### config.mk
export PLATFORM = sky130hd
export DESIGN_NAME = byte_stream_lexer
export DESIGN_NICKNAME = d
export VERILOG_FILES = /design/src/rtl/core/blx_pkg.sv /design/src/rtl/core/blx_cell.sv /design/src/rtl/core/blx_chain.sv /design/src/rtl/core/byte_stream_lexer.sv
export SDC_FILE = /design/constraint.sdc
export NUM_CORES = 1
export LEC_CHECK = 0
export ABC_AREA = 1
export BUFFER_PORTS_ARGS = -buffer_cell sky130_fd_sc_hd__buf_2
export CAP_MARGIN = 20
export CORE_MARGIN = 1
export CORE_UTILIZATION = 35
export DETAILED_ROUTE_END_ITERATION = 7
export PLACE_DENSITY_LB_ADDON = 0.15
export SETUP_SLACK_MARGIN = 0.3
export SLEW_MARGIN = 10
export SYNTH_ARGS = -nofsm -noshare
export SYNTH_HDL_FRONTEND = slang
export SYNTH_HIERARCHICAL = 1
export SYNTH_SLANG_ARGS = --single-unit
### constraint.sdc
create_clock -name i_clk -period 3.4 [get_ports i_clk]
set_input_delay 0.51 -clock i_clk [delete_from_list [all_inputs] [get_ports i_clk]]
set_output_delay 0.51 -clock i_clk [all_outputs]
set_load 0.03 [all_outputs]
### src/rtl/core/blx_pkg.sv
// Package of shared types, constants and character classes for the byte stream lexer.
`default_nettype none
package blx_pkg;

    typedef enum logic [1:0] {
        ST_IDLE,
        ST_OP,
        ST_RUN
    } t_state;

    localparam logic [1:0] KIND_OP    = 2'd0;
    localparam logic [1:0] KIND_KEYW  = 2'd1;
    localparam logic [1:0] KIND_IDENT = 2'd2;

    localparam logic [7:0] CH_NL    = 8'h0A;
    localparam logic [7:0] CH_TAB   = 8'h09;
    localparam logic [7:0] CH_SPACE = 8'h20;
    localparam logic [7:0] CH_PCT   = 8'h25;
    localparam logic [7:0] CH_I     = 8'h69;
    localparam logic [7:0] CH_F     = 8'h66;
    localparam logic [7:0] CH_E     = 8'h65;
    localparam logic [7:0] CH_L     = 8'h6C;
    localparam logic [7:0] CH_S     = 8'h73;

    typedef struct packed {
        logic       append;
        logic       shift;
        logic [7:0] data;
    } t_chain_ctl;

    function automatic logic is_alnum(input logic [7:0] c);
        is_alnum = (c >= 8'h30 && c <= 8'h39) || (c >= 8'h41 && c <= 8'h5A) ||
                   (c >= 8'h61 && c <= 8'h7A);
    endfunction

    function automatic logic is_oper(input logic [7:0] c);
        is_oper = (c == 8'h2B) || (c == 8'h2D) || (c == 8'h2F) || (c == 8'h2A) ||
                  (c == CH_PCT) || (c == 8'h3C) || (c == 8'h3E) || (c == 8'h3D);
    endfunction

    function automatic logic is_delim(input logic [7:0] c);
        logic d;
        case (c)
            CH_SPACE, 8'h2B, 8'h2D, 8'h2A, 8'h2F, 8'h2C, 8'h3B, 8'h3C, 8'h3E, 8'h3D,
            8'h28, 8'h29, 8'h5B, 8'h5D, 8'h7B, 8'h7D, CH_NL, CH_TAB, 8'h22, 8'h27: begin
                d = 1'b1;
            end
            default: begin
                d = 1'b0;
            end
        endcase
        is_delim = d;
    endfunction

endpackage
`default_nettype wire

### src/rtl/core/blx_cell.sv
// One character cell of the token chain: loads an appended byte or takes its right neighbor.
`default_nettype none
module blx_cell
    import blx_pkg::*;
(
    input  wire logic       i_clk,
    input  wire logic       i_load,
    input  wire logic       i_shift,
    input  wire logic [7:0] i_char,
    input  wire logic [7:0] i_right,
    output logic [7:0]      o_char
);

    logic [7:0] r_char;

    always_ff @(posedge i_clk) begin
        if (i_shift) begin
            r_char <= i_right;
        end else if (i_load) begin
            r_char <= i_char;
        end
    end

    assign o_char = r_char;

endmodule
`default_nettype wire

### src/rtl/core/blx_chain.sv
// Row of character cells that holds the token and drains it toward cell zero.
`default_nettype none
module blx_chain
    import blx_pkg::*;
#(
    parameter int MAX_TOKEN = 24,
    parameter int CW        = 5
) (
    input  wire logic          i_clk,
    input  wire t_chain_ctl    i_ctl,
    input  wire logic [CW-1:0] i_wr_pos,
    output logic [7:0]         o_cells [MAX_TOKEN]
);

    logic [7:0] w_right [MAX_TOKEN];

    genvar g;
    generate
        for (g = 0; g < MAX_TOKEN; g++) begin : g_cell
            if (g == MAX_TOKEN - 1) begin : g_end
                assign w_right[g] = 8'h00;
            end else begin : g_mid
                assign w_right[g] = o_cells[g+1];
            end
            blx_cell u_cell (
                .i_clk   (i_clk),
                .i_load  (i_ctl.append && (i_wr_pos == CW'(g))),
                .i_shift (i_ctl.shift),
                .i_char  (i_ctl.data),
                .i_right (w_right[g]),
                .o_char  (o_cells[g])
            );
        end
    endgenerate

endmodule
`default_nettype wire

### src/rtl/core/byte_stream_lexer.sv
// Top level of the byte stream lexer: classification, control and the result register.
//
//  Channel | Handshake                   | Payload
//  --------+-----------------------------+------------------------------------------
//  input   | i_in_valid / o_in_ready     | i_char_in
//  output  | o_out_valid / i_out_ready   | o_token_kind, o_line_number, o_char_value,
//          |                             | o_char_index, o_token_length, o_truncated,
//          |                             | o_last_of_run
//
// A byte that causes results holds off further input while each result leaves through
// the single output register, and the token drains from the cell chain one character
// per cycle while the output register is free to take it.
// Input is taken only while no result of the previous byte remains to be loaded.
// A stalled output holds the result register unchanged and keeps the chain from draining.
// Reset clears the character count, the overflow flag, the control state and sets
// the line counter to one.
`default_nettype none
module byte_stream_lexer
    import blx_pkg::*;
#(
    parameter int MAX_TOKEN = 24,
    parameter int LINE_BITS = 20
) (
    input  wire logic       i_clk,
    input  wire logic       i_rst_n,
    input  wire logic       i_in_valid,
    output logic            o_in_ready,
    input  wire logic [7:0] i_char_in,
    output logic            o_out_valid,
    input  wire logic       i_out_ready,
    output logic [1:0]      o_token_kind,
    output logic [19:0]     o_line_number,
    output logic [7:0]      o_char_value,
    output logic [4:0]      o_char_index,
    output logic [4:0]      o_token_length,
    output logic            o_truncated,
    output logic            o_last_of_run
);

    localparam int CW = $clog2(MAX_TOKEN + 1);

    t_state r_state, n_state;

    logic [CW-1:0]        r_count;
    logic                 r_ovf;
    logic [LINE_BITS-1:0] r_line;

    logic [1:0]           r_kind;
    logic [CW-1:0]        r_len;
    logic                 r_trunc;
    logic [LINE_BITS-1:0] r_line_tok;
    logic [7:0]           r_op_char;
    logic                 r_run_pend;
    logic [CW-1:0]        r_idx;

    logic                 r_out_valid;
    logic [1:0]           r_o_kind;
    logic [7:0]           r_o_char;
    logic [CW-1:0]        r_o_idx;
    logic [CW-1:0]        r_o_len;
    logic                 r_o_trunc;
    logic                 r_o_last;
    logic [LINE_BITS-1:0] r_o_line;

    logic       w_accept;
    logic       w_alnum;
    logic       w_oper;
    logic       w_run_start;
    logic       w_keyword;
    logic       w_slot_free;
    logic       w_run_last;
    logic       w_load_op;
    logic       w_load_run;
    logic [7:0] w_cells [MAX_TOKEN];
    t_chain_ctl w_ctl;

    logic [LINE_BITS+19:0] w_line_ext;
    logic [CW+4:0]         w_idx_ext;
    logic [CW+4:0]         w_len_ext;

    assign w_accept    = i_in_valid && o_in_ready;
    assign w_alnum     = is_alnum(i_char_in);
    assign w_oper      = is_oper(i_char_in);
    assign w_run_start = is_delim(i_char_in) && (r_count != '0);
    assign w_slot_free = !r_out_valid || i_out_ready;
    assign w_run_last  = (r_idx == r_len - CW'(1));

    assign w_keyword = !r_ovf &&
        (((r_count == CW'(2)) && (w_cells[0] == CH_I) && (w_cells[1] == CH_F)) ||
         ((r_count == CW'(4)) && (w_cells[0] == CH_E) && (w_cells[1] == CH_L) &&
          (w_cells[2] == CH_S) && (w_cells[3] == CH_E)));

    always_comb begin
        n_state = r_state;
        case (r_state)
            ST_IDLE: begin
                if (w_accept && w_oper) begin
                    n_state = ST_OP;
                end else if (w_accept && w_run_start) begin
                    n_state = ST_RUN;
                end
            end
            ST_OP: begin
                if (w_slot_free) begin
                    n_state = r_run_pend ? ST_RUN : ST_IDLE;
                end
            end
            ST_RUN: begin
                if (w_slot_free && w_run_last) begin
                    n_state = ST_IDLE;
                end
            end
            default: begin
                n_state = ST_IDLE;
            end
        endcase
    end

    always_comb begin
        o_in_ready = 1'b0;
        w_load_op  = 1'b0;
        w_load_run = 1'b0;
        case (r_state)
            ST_IDLE: begin
                o_in_ready = 1'b1;
            end
            ST_OP: begin
                w_load_op = w_slot_free;
            end
            ST_RUN: begin
                w_load_run = w_slot_free;
            end
            default: begin
                o_in_ready = 1'b0;
            end
        endcase
    end

    always_comb begin
        w_ctl.append = w_accept && w_alnum && (r_count < CW'(MAX_TOKEN));
        w_ctl.shift  = w_load_run;
        w_ctl.data   = i_char_in;
    end

    blx_chain #(
        .MAX_TOKEN (MAX_TOKEN),
        .CW        (CW)
    ) u_chain (
        .i_clk    (i_clk),
        .i_ctl    (w_ctl),
        .i_wr_pos (r_count),
        .o_cells  (w_cells)
    );

    always_ff @(posedge i_clk) begin
        if (!i_rst_n) begin
            r_state     <= ST_IDLE;
            r_count     <= '0;
            r_ovf       <= 1'b0;
            r_line      <= LINE_BITS'(1);
            r_out_valid <= 1'b0;
            r_run_pend  <= 1'b0;
        end else begin
            r_state <= n_state;
            if (w_accept) begin
                r_run_pend <= w_run_start;
                if (w_ctl.append) begin
                    r_count <= r_count + CW'(1);
                end else if (w_alnum) begin
                    r_ovf <= 1'b1;
                end
                if (w_run_start) begin
                    r_count <= '0;
                    r_ovf   <= 1'b0;
                end
                if ((i_char_in == CH_NL) && (r_line != {LINE_BITS{1'b1}})) begin
                    r_line <= r_line + LINE_BITS'(1);
                end
            end
            if (w_load_op || w_load_run) begin
                r_out_valid <= 1'b1;
            end else if (i_out_ready) begin
                r_out_valid <= 1'b0;
            end
        end
    end

    always_ff @(posedge i_clk) begin
        if (w_accept) begin
            r_kind     <= w_keyword ? KIND_KEYW : KIND_IDENT;
            r_len      <= r_count;
            r_trunc    <= r_ovf;
            r_line_tok <= r_line;
            r_op_char  <= i_char_in;
            r_idx      <= '0;
        end else if (w_load_run) begin
            r_idx <= r_idx + CW'(1);
        end
        if (w_load_op) begin
            r_o_kind  <= KIND_OP;
            r_o_char  <= r_op_char;
            r_o_idx   <= '0;
            r_o_len   <= CW'(1);
            r_o_trunc <= 1'b0;
            r_o_last  <= !r_run_pend;
            r_o_line  <= r_line_tok;
        end else if (w_load_run) begin
            r_o_kind  <= r_kind;
            r_o_char  <= w_cells[0];
            r_o_idx   <= r_idx;
            r_o_len   <= r_len;
            r_o_trunc <= r_trunc;
            r_o_last  <= w_run_last;
            r_o_line  <= r_line_tok;
        end
    end

    assign w_line_ext = {20'd0, r_o_line};
    assign w_idx_ext  = {5'd0, r_o_idx};
    assign w_len_ext  = {5'd0, r_o_len};

    assign o_out_valid    = r_out_valid;
    assign o_token_kind   = r_o_kind;
    assign o_line_number  = w_line_ext[19:0];
    assign o_char_value   = r_o_char;
    assign o_char_index   = w_idx_ext[4:0];
    assign o_token_length = w_len_ext[4:0];
    assign o_truncated    = r_o_trunc;
    assign o_last_of_run  = r_o_last;

endmodule
`default_nettype wire
# Word level (Yosys, flattened, before mapping)
# Cells that the tools add are included.
[word_totals]
input_bits = 12
output_inout_bits = 44
regBits = 305
elab_cells = 274
[op_classes]
add_sub_neg = 4
n_mux = 70
n_eq_ne = 58
n_lt_le_gt_ge = 7
reduce_logical = 92
[ops]
columns = ["op", "count"]
rows = [
  ["$mux W8", 48],
  ["$eq A8 B6 Y1 const B", 15],
  ["$eq A8 B7 Y1 const B", 10],
  ["$reduce_bool A2 Y1", 27],
  ["$logic_and A1 B1 Y1", 42],
  ["$eq A5 B4 Y1 const B", 8],
  ["$eq A5 B5 Y1 const B", 8],
  ["$mux W20", 2],
  ["$add A20 B1 Y20 const B", 1],
  ["$eq A5 B3 Y1 const B", 4],
  ["$ne A20 B20 Y1 const B", 1],
  ["$reduce_or A20 Y1", 1],
  ["$eq A8 B4 Y1 const B", 2],
  ["$ge A8 B7 Y1 const B", 2],
  ["$le A8 B7 Y1 const B", 2],
  ["$logic_or A1 B1 Y1", 12],
  ["$mux W2", 6],
  ["$mux W1", 11],
  ["$add A5 B1 Y5 const B", 2],
  ["$eq A5 B2 Y1 const B", 2],
  ["$mux W5", 2],
  ["$ge A8 B6 Y1 const B", 1],
  ["$le A8 B6 Y1 const B", 1],
  ["$ne A2 B2 Y1 const B", 3],
  ["14 further kinds", 18],
]

# Logic depth before layout (Yosys ltp)
# Gate-level depths: netlist of run 1.
[logic_depth]
ltp_word = 11
ltp_mapped = 14
ltp_nobuf = 14

# Hierarchy
# The synthesis of run 1 kept the hierarchy.
[by_module_without_submodules]
columns = ["module", "area_per_inst_um2", "n_inst", "cells_each", "seq_area_each_um2"]
rows = [
  ["blx_cell", 351.6, 24, 35, 240.2],
  ["byte_stream_lexer", 4978.5, 1, 543, 2912.8],
  ["blx_chain", 212.7, 1, 52, 0.0],
]

# Least setup slack after synthesis of run 1
# OpenSTA, ideal clock, no wires.
[synth_path]
kind = "input to register"
startpoint = "in i_out_ready"
endpoint = "reg u_chain.g_cell[1].u_cell.r_char[0] (enable)"
path_slack_ns = 0.502
t_arrival_ns = 2.569
n_path_buf = 2
stages = 7
setup_time_ns = 0.330
required_time_ns = 3.070
path_cell_list = "nor2_1 -> inv_1 -> nand2_1 -> inv_1 -> clkbuf_1 -> buf_6 -> or2_1"
[synth_lines]
columns = ["element", "line", "source"]
rows = [
  ["start, declared", "byte_stream_lexer.sv:30", "input wire logic i_out_ready,"],
  ["end signal, assigned", "blx_cell.sv:18", "r_char <= i_right;"],
  ["end signal, assigned", "blx_cell.sv:20", "r_char <= i_char;"],
  ["end, declared", "blx_cell.sv:14", "logic [7:0] r_char;"],
]

==> results of run 1 <==
sequential cells by signal, indices dropped and copies added, names as in the netlist, 2 cells and up:
signal	count
u_chain/g_cell.u_cell/o_char	192
o_line_number	20
r_line	20
r_line_tok	20
o_char_value	8
r_op_char	8
o_char_index	5
o_token_length	5
r_count	5
r_idx	5
r_len	5
o_token_kind	2
r_kind	2
r_state	2
per-layer routing:
metal	global-route usage (%)	wire (um)	vias up	part of all wire [%]
met5	0	0	-	0
met4	4.86	653	0	2.1
met3	3.78	1980	45	6.4
met2	24.6	13200	222	43
met1	22.8	15200	4376	49
li1	-	-	4827	-
area by class of cell:
type                       count  area, um2  area share, %
clock buffer                  44        971           6.19
tap                          511        639           4.08
clock inverter                19        206           1.32
multi-input combinational   1004       4270           27.2
timing repair buffer          86        546           3.48
sequential                   305       8680           55.3
inverter                      98        373           2.38
cells by family after synthesis:
group           count (synthesis)  synth area share [%]
other cells                     1                0.0275
compound gates                 70                  2.79
flops                         305                  63.7
buf+inv                       133                  5.18
xor+xnor                       18                  1.16
simple gates                  902                  26.6
fa+ha+maj                       6                 0.551
cells in the final DEF, fill, tap and decap left out, types with 4 or more instances in the layout:
cell       count
nor2_1        82
buf_2         55
a21oi_1       35
clkbuf_8       4
clkbuf_16     36
clkbuf_1       4
o21ai_0       28
xnor2_1        7
conb_1         8
clkinv_1       5
nand4_1       11
ha_1           6
nor4_1         5
edfxtp_1     257
or2_1         24
nor3_1         7
inv_2         24
bufinv_16      4
dfxtp_1       48
xor2_1        11
buf_4         28
clkinv_2       7
nand2_1      719
nand3_1       33
inv_1         73
nand2_2        7
final timing paths:
path                            slack (ps)                            endpoint  cells after the start          start
worst max-delay path                   860  u_chain/g_cell[4].u_cell/o_char[2]                     10     r_state[0]
worst min-delay path                   320                          r_state[1]                      3        i_rst_n
worst max register to register         860  u_chain/g_cell[4].u_cell/o_char[2]                     10     r_state[0]
worst min register to register         420                    o_line_number[7]                      0  r_line_tok[7]
worst max-delay path, delay by kind of cell, from the launching register on:
kind                   cells  cell delay, ps
and+or+nand+nor            8            1530
DFF                        1             330
buffers and inverters      2             330
power breakdown:
| group | leakage (nW) | switching [mW] | internal [mW] | total [mW] |
|---|---|---|---|---|
| clock | 0.580 | 1.51 | 2.33 | 3.84 |
| combinational | 3.15 | 1.31 | 0.484 | 1.80 |
| sequential | 2.76 | 0.165 | 4.76 | 4.93 |
| total | 6.49 | 2.99 | 7.58 | 10.6 |
metrics by stage:
| step | hold slack, ps | instance area, um2 | utilization (%) | power [mW] | setup WS [ps] |
|---|---|---|---|---|---|
| floorplan | 400 | 13700 | - | 6.32 | 502 |
| CTS | 290 | 15700 | 41.3 | 10.7 | 914 |
| global placement | 400 | 14500 | 38.2 | 6.80 | 602 |
| finish | 321 | 15700 | 41.3 | 10.6 | 865 |
| detailed placement | 406 | 14500 | 38.2 | 6.82 | 533 |
| global route | 326 | 15700 | 41.3 | 11.1 | 649 |
==> results_dict.tcl, run 1 <==
set metrics [dict create \
    cts_setup_buffers 0 \
    drv_slew 0 \
    cp-end-kind "register" \
    initial_core_util_pct 35.8 \
    route.vias.total 9470 \
    dr.pass1.iters 5 \
    max_stage_delay_ps 330 \
    die-area_mm2 0.0397 \
    synthFlopType "edfxtp_1" \
    post_synth_instance_area_mm2 0.0136 \
    post-route-period-util_pct 74.6 \
    antenna_found_initial 0 \
    crit_type "reg -> reg" \
    yosysMostFrequentCell "nand2_1" \
    synth_top_area_cell "edfxtp_1" \
    die_w_um 199 \
    htree_levels 2 \
    wl_per_cell_um 15.0 \
    drc_errors 0 \
    ir_worst_vdd_mv 0.339 \
    grt_max_degree 40 \
    hold_violations 0 \
    design.core.area_mm2 0.0380 \
    status "complete, no violations" \
    yosysSeqAreaShare_pct 63.7 \
    io_pins 56 \
    wl_um 31100 \
    cp.required_ps 3610 \
    detailed_place_hpwl_um 20700 \
    tightestPinTransition_ps 876 \
    max_cap_viol_count 0 \
    antennaDiodeCount 0 \
    place.gp.congestion 0.827 \
    portBuffers 55 \
    syn_area_per_cell_um2 9.50 \
    powerDensity_mw_per_mm2 674 \
    rows 71 \
    skew_ps 19.1 \
    rsz0062_at_grt "false" \
    die_h_um 199 \
    async_flop_share_pct 0 \
    nFillCells 3785 \
    ys_types 33 \
    placedCellCount 2004 \
    synth_edf_count 257 \
    synth.area.top_cells "edfxtp_1 (57%), nand2_1 (20%), dfxtp_1 (7.1%)" \
    root_buffer "clkbuf_16" \
    synthCells 1435 \
    grt_pass1_vias 8904 \
    yosys-top-cells-count "nand2_1 (719), edfxtp_1 (257), nor2_1 (82)" \
    clockBufferDepth 3 \
    synth-seq-cells 305 \
    drtIter0Drc 574 \
    fin_tns_setup_ps 0 \
    arrival_ps 2750 \
    cts_buffers 35 \
    yosys_warnings 6 \
    cts_resized 0 \
    ant_nets 0 \
    p_leak_nw 6.49 \
    worstPathCellList "nor2_2, nand2_2, nor3_1, nand3_1, inv_1, inv_1, nor2_4, nand2_1, nor2_1, or2_1" \
    cp_max_fo 8 \
    grt_pass1_wl_um 49200 \
    crit_slowest_cell "dfxtp_1" \
    cts.sinks 305 \
    via_per_inst 4.58 \
    layout.nets 1548 \
    netlist.area_leader.share_pct 56.6 \
    fmax_ghz 0.394 \
    hold_buffers 0 \
    crit_path_start_kind "register" \
    drive_above_1_share_pct 11.9 \
    min_period_ps 2540 \
    path_clk_slew_ps 60 \
    layout.cells.non_filler 2067 \
    cts_tree "yes" \
    globalRouteOverflowTotal 0 \
    critPathMostFrequentCell "inv_1" \
    setup_viol 0 \
    grt_use_total_pct 16.2 \
    area_growth_pct 15.1 \
    hp-class "in -> reg" \
    slew_headroom_pct 41.5 \
    clock_latency_ps 540 \
]
(Power assumes the default switching activity.)
==> run 2: changes to the inputs <==
==> constraint.sdc (replaced) <==
create_clock -name i_clk -period 2.6 [get_ports i_clk]
set_input_delay 0.39 -clock i_clk [delete_from_list [all_inputs] [get_ports i_clk]]
set_output_delay 0.39 -clock i_clk [all_outputs]
set_load 0.03 [all_outputs]
==> run 2 against run 1 <==
  * Core utilization about the same
  * Clock power up 26%
  * Clock skew up 2.0 ps
  * Power up 29%
  * Critical endpoint is now u_chain/g_cell[20].u_cell/o_char[4]
==> results_dict.tcl, run 2 (synthesis results as in run 1) <==
set metrics [dict create \
    status "complete, no violations" \
    post-route-period-util_pct 80.7 \
    htree_levels 2 \
    setup_viol 0 \
    route.vias.total 9528 \
    place.gp.congestion 0.819 \
    drc_errors 0 \
    detailed_place_hpwl_um 20300 \
    clock_latency_ps 540 \
    io_pins 56 \
    skew_ps 21.1 \
    area_growth_pct 15.1 \
    antenna_found_initial 3 \
    cp_max_fo 8 \
    layout.nets 1553 \
    utilization_pct 41.2 \
    cp.required_ps 2780 \
    cp-end-kind "register" \
    slew_headroom_pct 46.8 \
    fin_tns_setup_ps 0 \
    layout.cells.non_filler 2074 \
    powerDensity_mw_per_mm2 869 \
    r2r-start "r_state[0]" \
    crit_start "r_state[0]" \
    grt_use_total_pct 16.2 \
    arrival_ps 2280 \
    die_w_um 199 \
    ir_worst_vdd_mv 0.402 \
    cts_setup_buffers 0 \
    tightestPinTransition_ps 797 \
    portBuffers 55 \
    max_cap_viol_count 0 \
    hold_buffers 0 \
    drtIter0Drc 668 \
    largest_register_ffs 192 \
    cts_buffers 36 \
    grt_pass1_vias 9158 \
    rows 71 \
    die_h_um 199 \
    grt_max_degree 81 \
    drive_above_1_share_pct 12.5 \
    hold_violations 0 \
    worstRegToRegCells 10 \
    cts_resized 0 \
    fmax_ghz 0.477 \
    p_leak_nw 6.49 \
    design.core.area_mm2 0.0380 \
    drv_slew 0 \
    crit_type "reg -> reg" \
    rsz0062_at_grt "false" \
    dpl_cell_area_mm2 0.0145 \
    cts_tree "yes" \
    cts.sinks 305 \
    place_ws_ps 168 \
    dr.pass1.iters 5 \
    globalRouteOverflowTotal 0 \
    grt_pass1_wl_um 49800 \
    placedCellCount 2008 \
    layout_common_cells "nand2_1 (719), edfxtp_1 (257), nor2_1 (82)" \
    die-area_mm2 0.0397 \
    holdPathStages 3 \
    wl_per_cell_um 14.9 \
    wl_um 30900 \
    hp-class "in -> reg" \
    root_buffer "clkbuf_16" \
    fin_ws_ps 502 \
    whs_ps 188 \
    fin_area_mm2 0.0157 \
    crit_path_start_kind "register" \
    initial_core_util_pct 35.8 \
    ant_nets 0 \
    clockBufferDepth 3 \
    power.total_mw 13.6 \
    min_from "i_rst_n" \
    final_common_cell "nand2_1" \
    path_clk_slew_ps 60 \
    via_per_inst 4.59 \
    min_period_ps 2100 \
]
run 2: worst paths after layout:
kind / endpoint / slack, ps
worst min register to register: o_line_number[1] / 420
worst min-delay path: r_count[4] / 190
worst max-delay path: u_chain/g_cell[20].u_cell/o_char[4] / 500
worst max register to register: u_chain/g_cell[20].u_cell/o_char[4] / 500
run 2: where the power goes:
group	total, mW	leakage, nW	switching (mW)	internal (mW)
Clock	4.83	0.561	1.98	2.86
Sequential	6.44	2.76	0.210	6.23
Combinational	2.36	3.16	1.72	0.635
run 2: cell type report:
| class | instances | area, um2 |
|---|---|---|
| Clock inverter | 15 | 105 |
| Multi-Input combinational cell | 1004 | 4300 |
| Clock buffer | 50 | 1030 |
| Antenna cell | 1 | 2.50 |
| Fill cell | 3747 | 22300 |
| Tap cell | 511 | 639 |
| Sequential cell | 305 | 8680 |
| Inverter | 98 | 380 |
| Timing Repair Buffer | 90 | 551 |
run 2: worst max-delay path: stages, from the launching register on:
cell	delay, ps
dfxtp_1	340
nor2_4	120
nand2_2	90
nor3_1	230
nand3_1	120
inv_1	120
nand2_1	60
inv_1	70
nand2_1	110
nor2_1	130
or2_1	360
run 2: metal layers:
metal  global-route usage [%]  wire (um)  up-vias
met4                     4.50        540        2
met3                     3.61       1580       47
li1                         -          -     4854
met1                     22.7      15100     4449
met2                     25.2      13700      176
met5                        0         13        -
==> run 3: changes to the inputs <==
==> constraint.sdc (replaced) <==
create_clock -name i_clk -period 1.87 [get_ports i_clk]
set_input_delay 0.2805 -clock i_clk [delete_from_list [all_inputs] [get_ports i_clk]]
set_output_delay 0.2805 -clock i_clk [all_outputs]
set_load 0.03 [all_outputs]
==> run 3 against run 2 <==
  * The run now ends with negative setup slack left
  * First-iteration DRC count grew 4.9%
  * Critical endpoint is now u_chain/g_cell[3].u_cell/o_char[6]
  * Non-clock buffer count grew 81
  * Register-to-register slack lost 580 ps
  * Count of clock-buffer cells in the layout shrank 6
  * Core utilization grew 3.5 points
  * Via count grew 3.8%
  * Sequential share of layout area shrank 4.3 points
==> results_dict.tcl, run 3 (synthesis results as in run 1) <==
set metrics [dict create \
    status "finished with violations" \
    violations "negative setup slack" \
    root_buffer "clkbuf_16" \
    drtIter0Drc 701 \
    route.vias.total 9890 \
    drc_errors 0 \
    via_per_inst 4.59 \
    ir_worst_vdd_mv 0.668 \
    grt_max_degree 31 \
    slew_headroom_pct 37.5 \
    io_pins 56 \
    dr.pass1.iters 5 \
    fin_ws_ps -73.6 \
    htree_levels 2 \
    detailed_place_hpwl_um 21800 \
    place.gp.congestion 0.809 \
    drive_above_1_share_pct 22.0 \
    area_growth_pct 24.8 \
    rsz0062_at_grt "true" \
    setup_viol 130 \
    path_clk_slew_ps 60 \
    cp.required_ps 2120 \
    die_w_um 199 \
    fin_tns_setup_ps -4590 \
    powerDensity_mw_per_mm2 1160 \
    seq_area_mm2 0.00869 \
    final_common_cell "nand2_1" \
    power.total_mw 19.7 \
    cts_tree "yes" \
    die_h_um 199 \
    cp-end-kind "register" \
    crit_slowest_cell "dfxtp_2" \
    initial_core_util_pct 35.8 \
    hp-class "in -> reg" \
    max_stage_delay_ps 340 \
    post-route-period-util_pct 104 \
    globalRouteOverflowTotal 0 \
    max_cap_viol_count 0 \
    wl_per_cell_um 15.6 \
    p_leak_nw 7.08 \
    grt_use_total_pct 17.3 \
    ant_nets 0 \
    design.core.area_mm2 0.0380 \
    dpl_cell_area_mm2 0.0150 \
    die-area_mm2 0.0397 \
    multi_input_area_mm2 0.00462 \
    drv_slew 0 \
    crit_type "reg -> reg" \
    arrival_ps 2190 \
    nFillCells 3676 \
    cts.sinks 305 \
    worstPathCellList "nor2_4, nand2_4, nor3_4, nand3_2, inv_2, inv_2, nor2_4, nand2_2, nor2_1, or2_4" \
    min_period_ps 1940 \
    antenna_found_initial 0 \
    clockBufferDepth 3 \
    wl_um 33600 \
    fmax_ghz 0.514 \
    rows 71 \
    cts_buffers 36 \
    grt_pass1_wl_um 51900 \
    clock_latency_ps 550 \
    tightestPinTransition_ps 937 \
    fin_area_mm2 0.0170 \
    skew_ps 18.4 \
    crit_path_start_kind "register" \
    grt_pass1_vias 9330 \
    portBuffers 55 \
    largest_register_ffs 192 \
    layout_common_cells "nand2_1 (711), edfxtp_1 (257), buf_4 (87)" \
    cp_max_fo 8 \
    layout.nets 1637 \
    hold_violations 0 \
    antennaDiodeCount 0 \
]
run 3: cell count changes in the layout (fill, tap and decap cells not counted), sizes merged:
| cell | change |
|---|---|
| buf | +74 |
| bufbuf | +2 |
| clkbuf | -1 |
| clkinv | +2 |
| clkinvlp | +4 |
| diode | -1 |
| inv | +3 |
run 3: worst max-delay path: cells and delay by family, from the launching register on:
family	cells	cell delay, ps
simple gates	8	1150
flops	1	340
buf+inv	2	140
run 3: layer usage:
layer  vias up  routed length (um)  global-route usage, %  part of all wire, %
met3        59                1780                   3.05                  5.3
met2       238               14900                   26.4                   44
met1      4565               16100                   24.5                   48
met4         0                 904                   6.30                  2.7
li1       5028                   -                      -                    -
met5         -                   0                      0                    0
run 3: layout make-up:
class	instances	area share (%)
clock buffers	44	5.72
clock inverters	21	0.853
inverters	98	2.31
multi-input cells	1004	27.2
flip-flops and latches	305	51.1
well taps	511	3.76
repair buffers	171	8.92
repair inverters	3	0.206
run 3: where the power goes:
part	total, mW	switching [mW]	internal, mW
registers	8.96	0.302	8.66
logic	4.09	2.63	1.46
clock network	6.63	2.78	3.86
total	19.7	5.71	14.0
run 3: repair_timing:
| action | in CTS | in global routing |
|---|---|---|
| setup buffers | 10 | 11 |
| pin swaps | 19 | 22 |
| setup endpoints to repair | 437 | 481 |
| gates cloned | 8 | 6 |
| gates resized for setup | 45 | 59 |
| hold buffers | 0 | 0 |
run 3: final timing paths:
check | slack, ps | cells after the start | to | startpoint
max | -70 | 10 | u_chain/g_cell[3].u_cell/o_char[6] | r_state[1]
min reg2reg | 420 | 0 | o_line_number[2] | r_line_tok[2]
min | 50 | 3 | r_state[1] | i_rst_n
max reg2reg | -70 | 10 | u_chain/g_cell[3].u_cell/o_char[6] | r_state[1]
run 3: per-stage QoR:
step                      std cells  hold WS [ps]  util (%)  setup slack (ps)
after floorplan                1442           379         -             -67.6
after global placement         2057           401      39.6              -109
final                          2157          51.5      44.7             -73.6
after global routing           2157          58.5      44.7              -190
after CTS                      2140          27.9      43.6             -21.5
after detailed placement       2057           405      39.6              -146
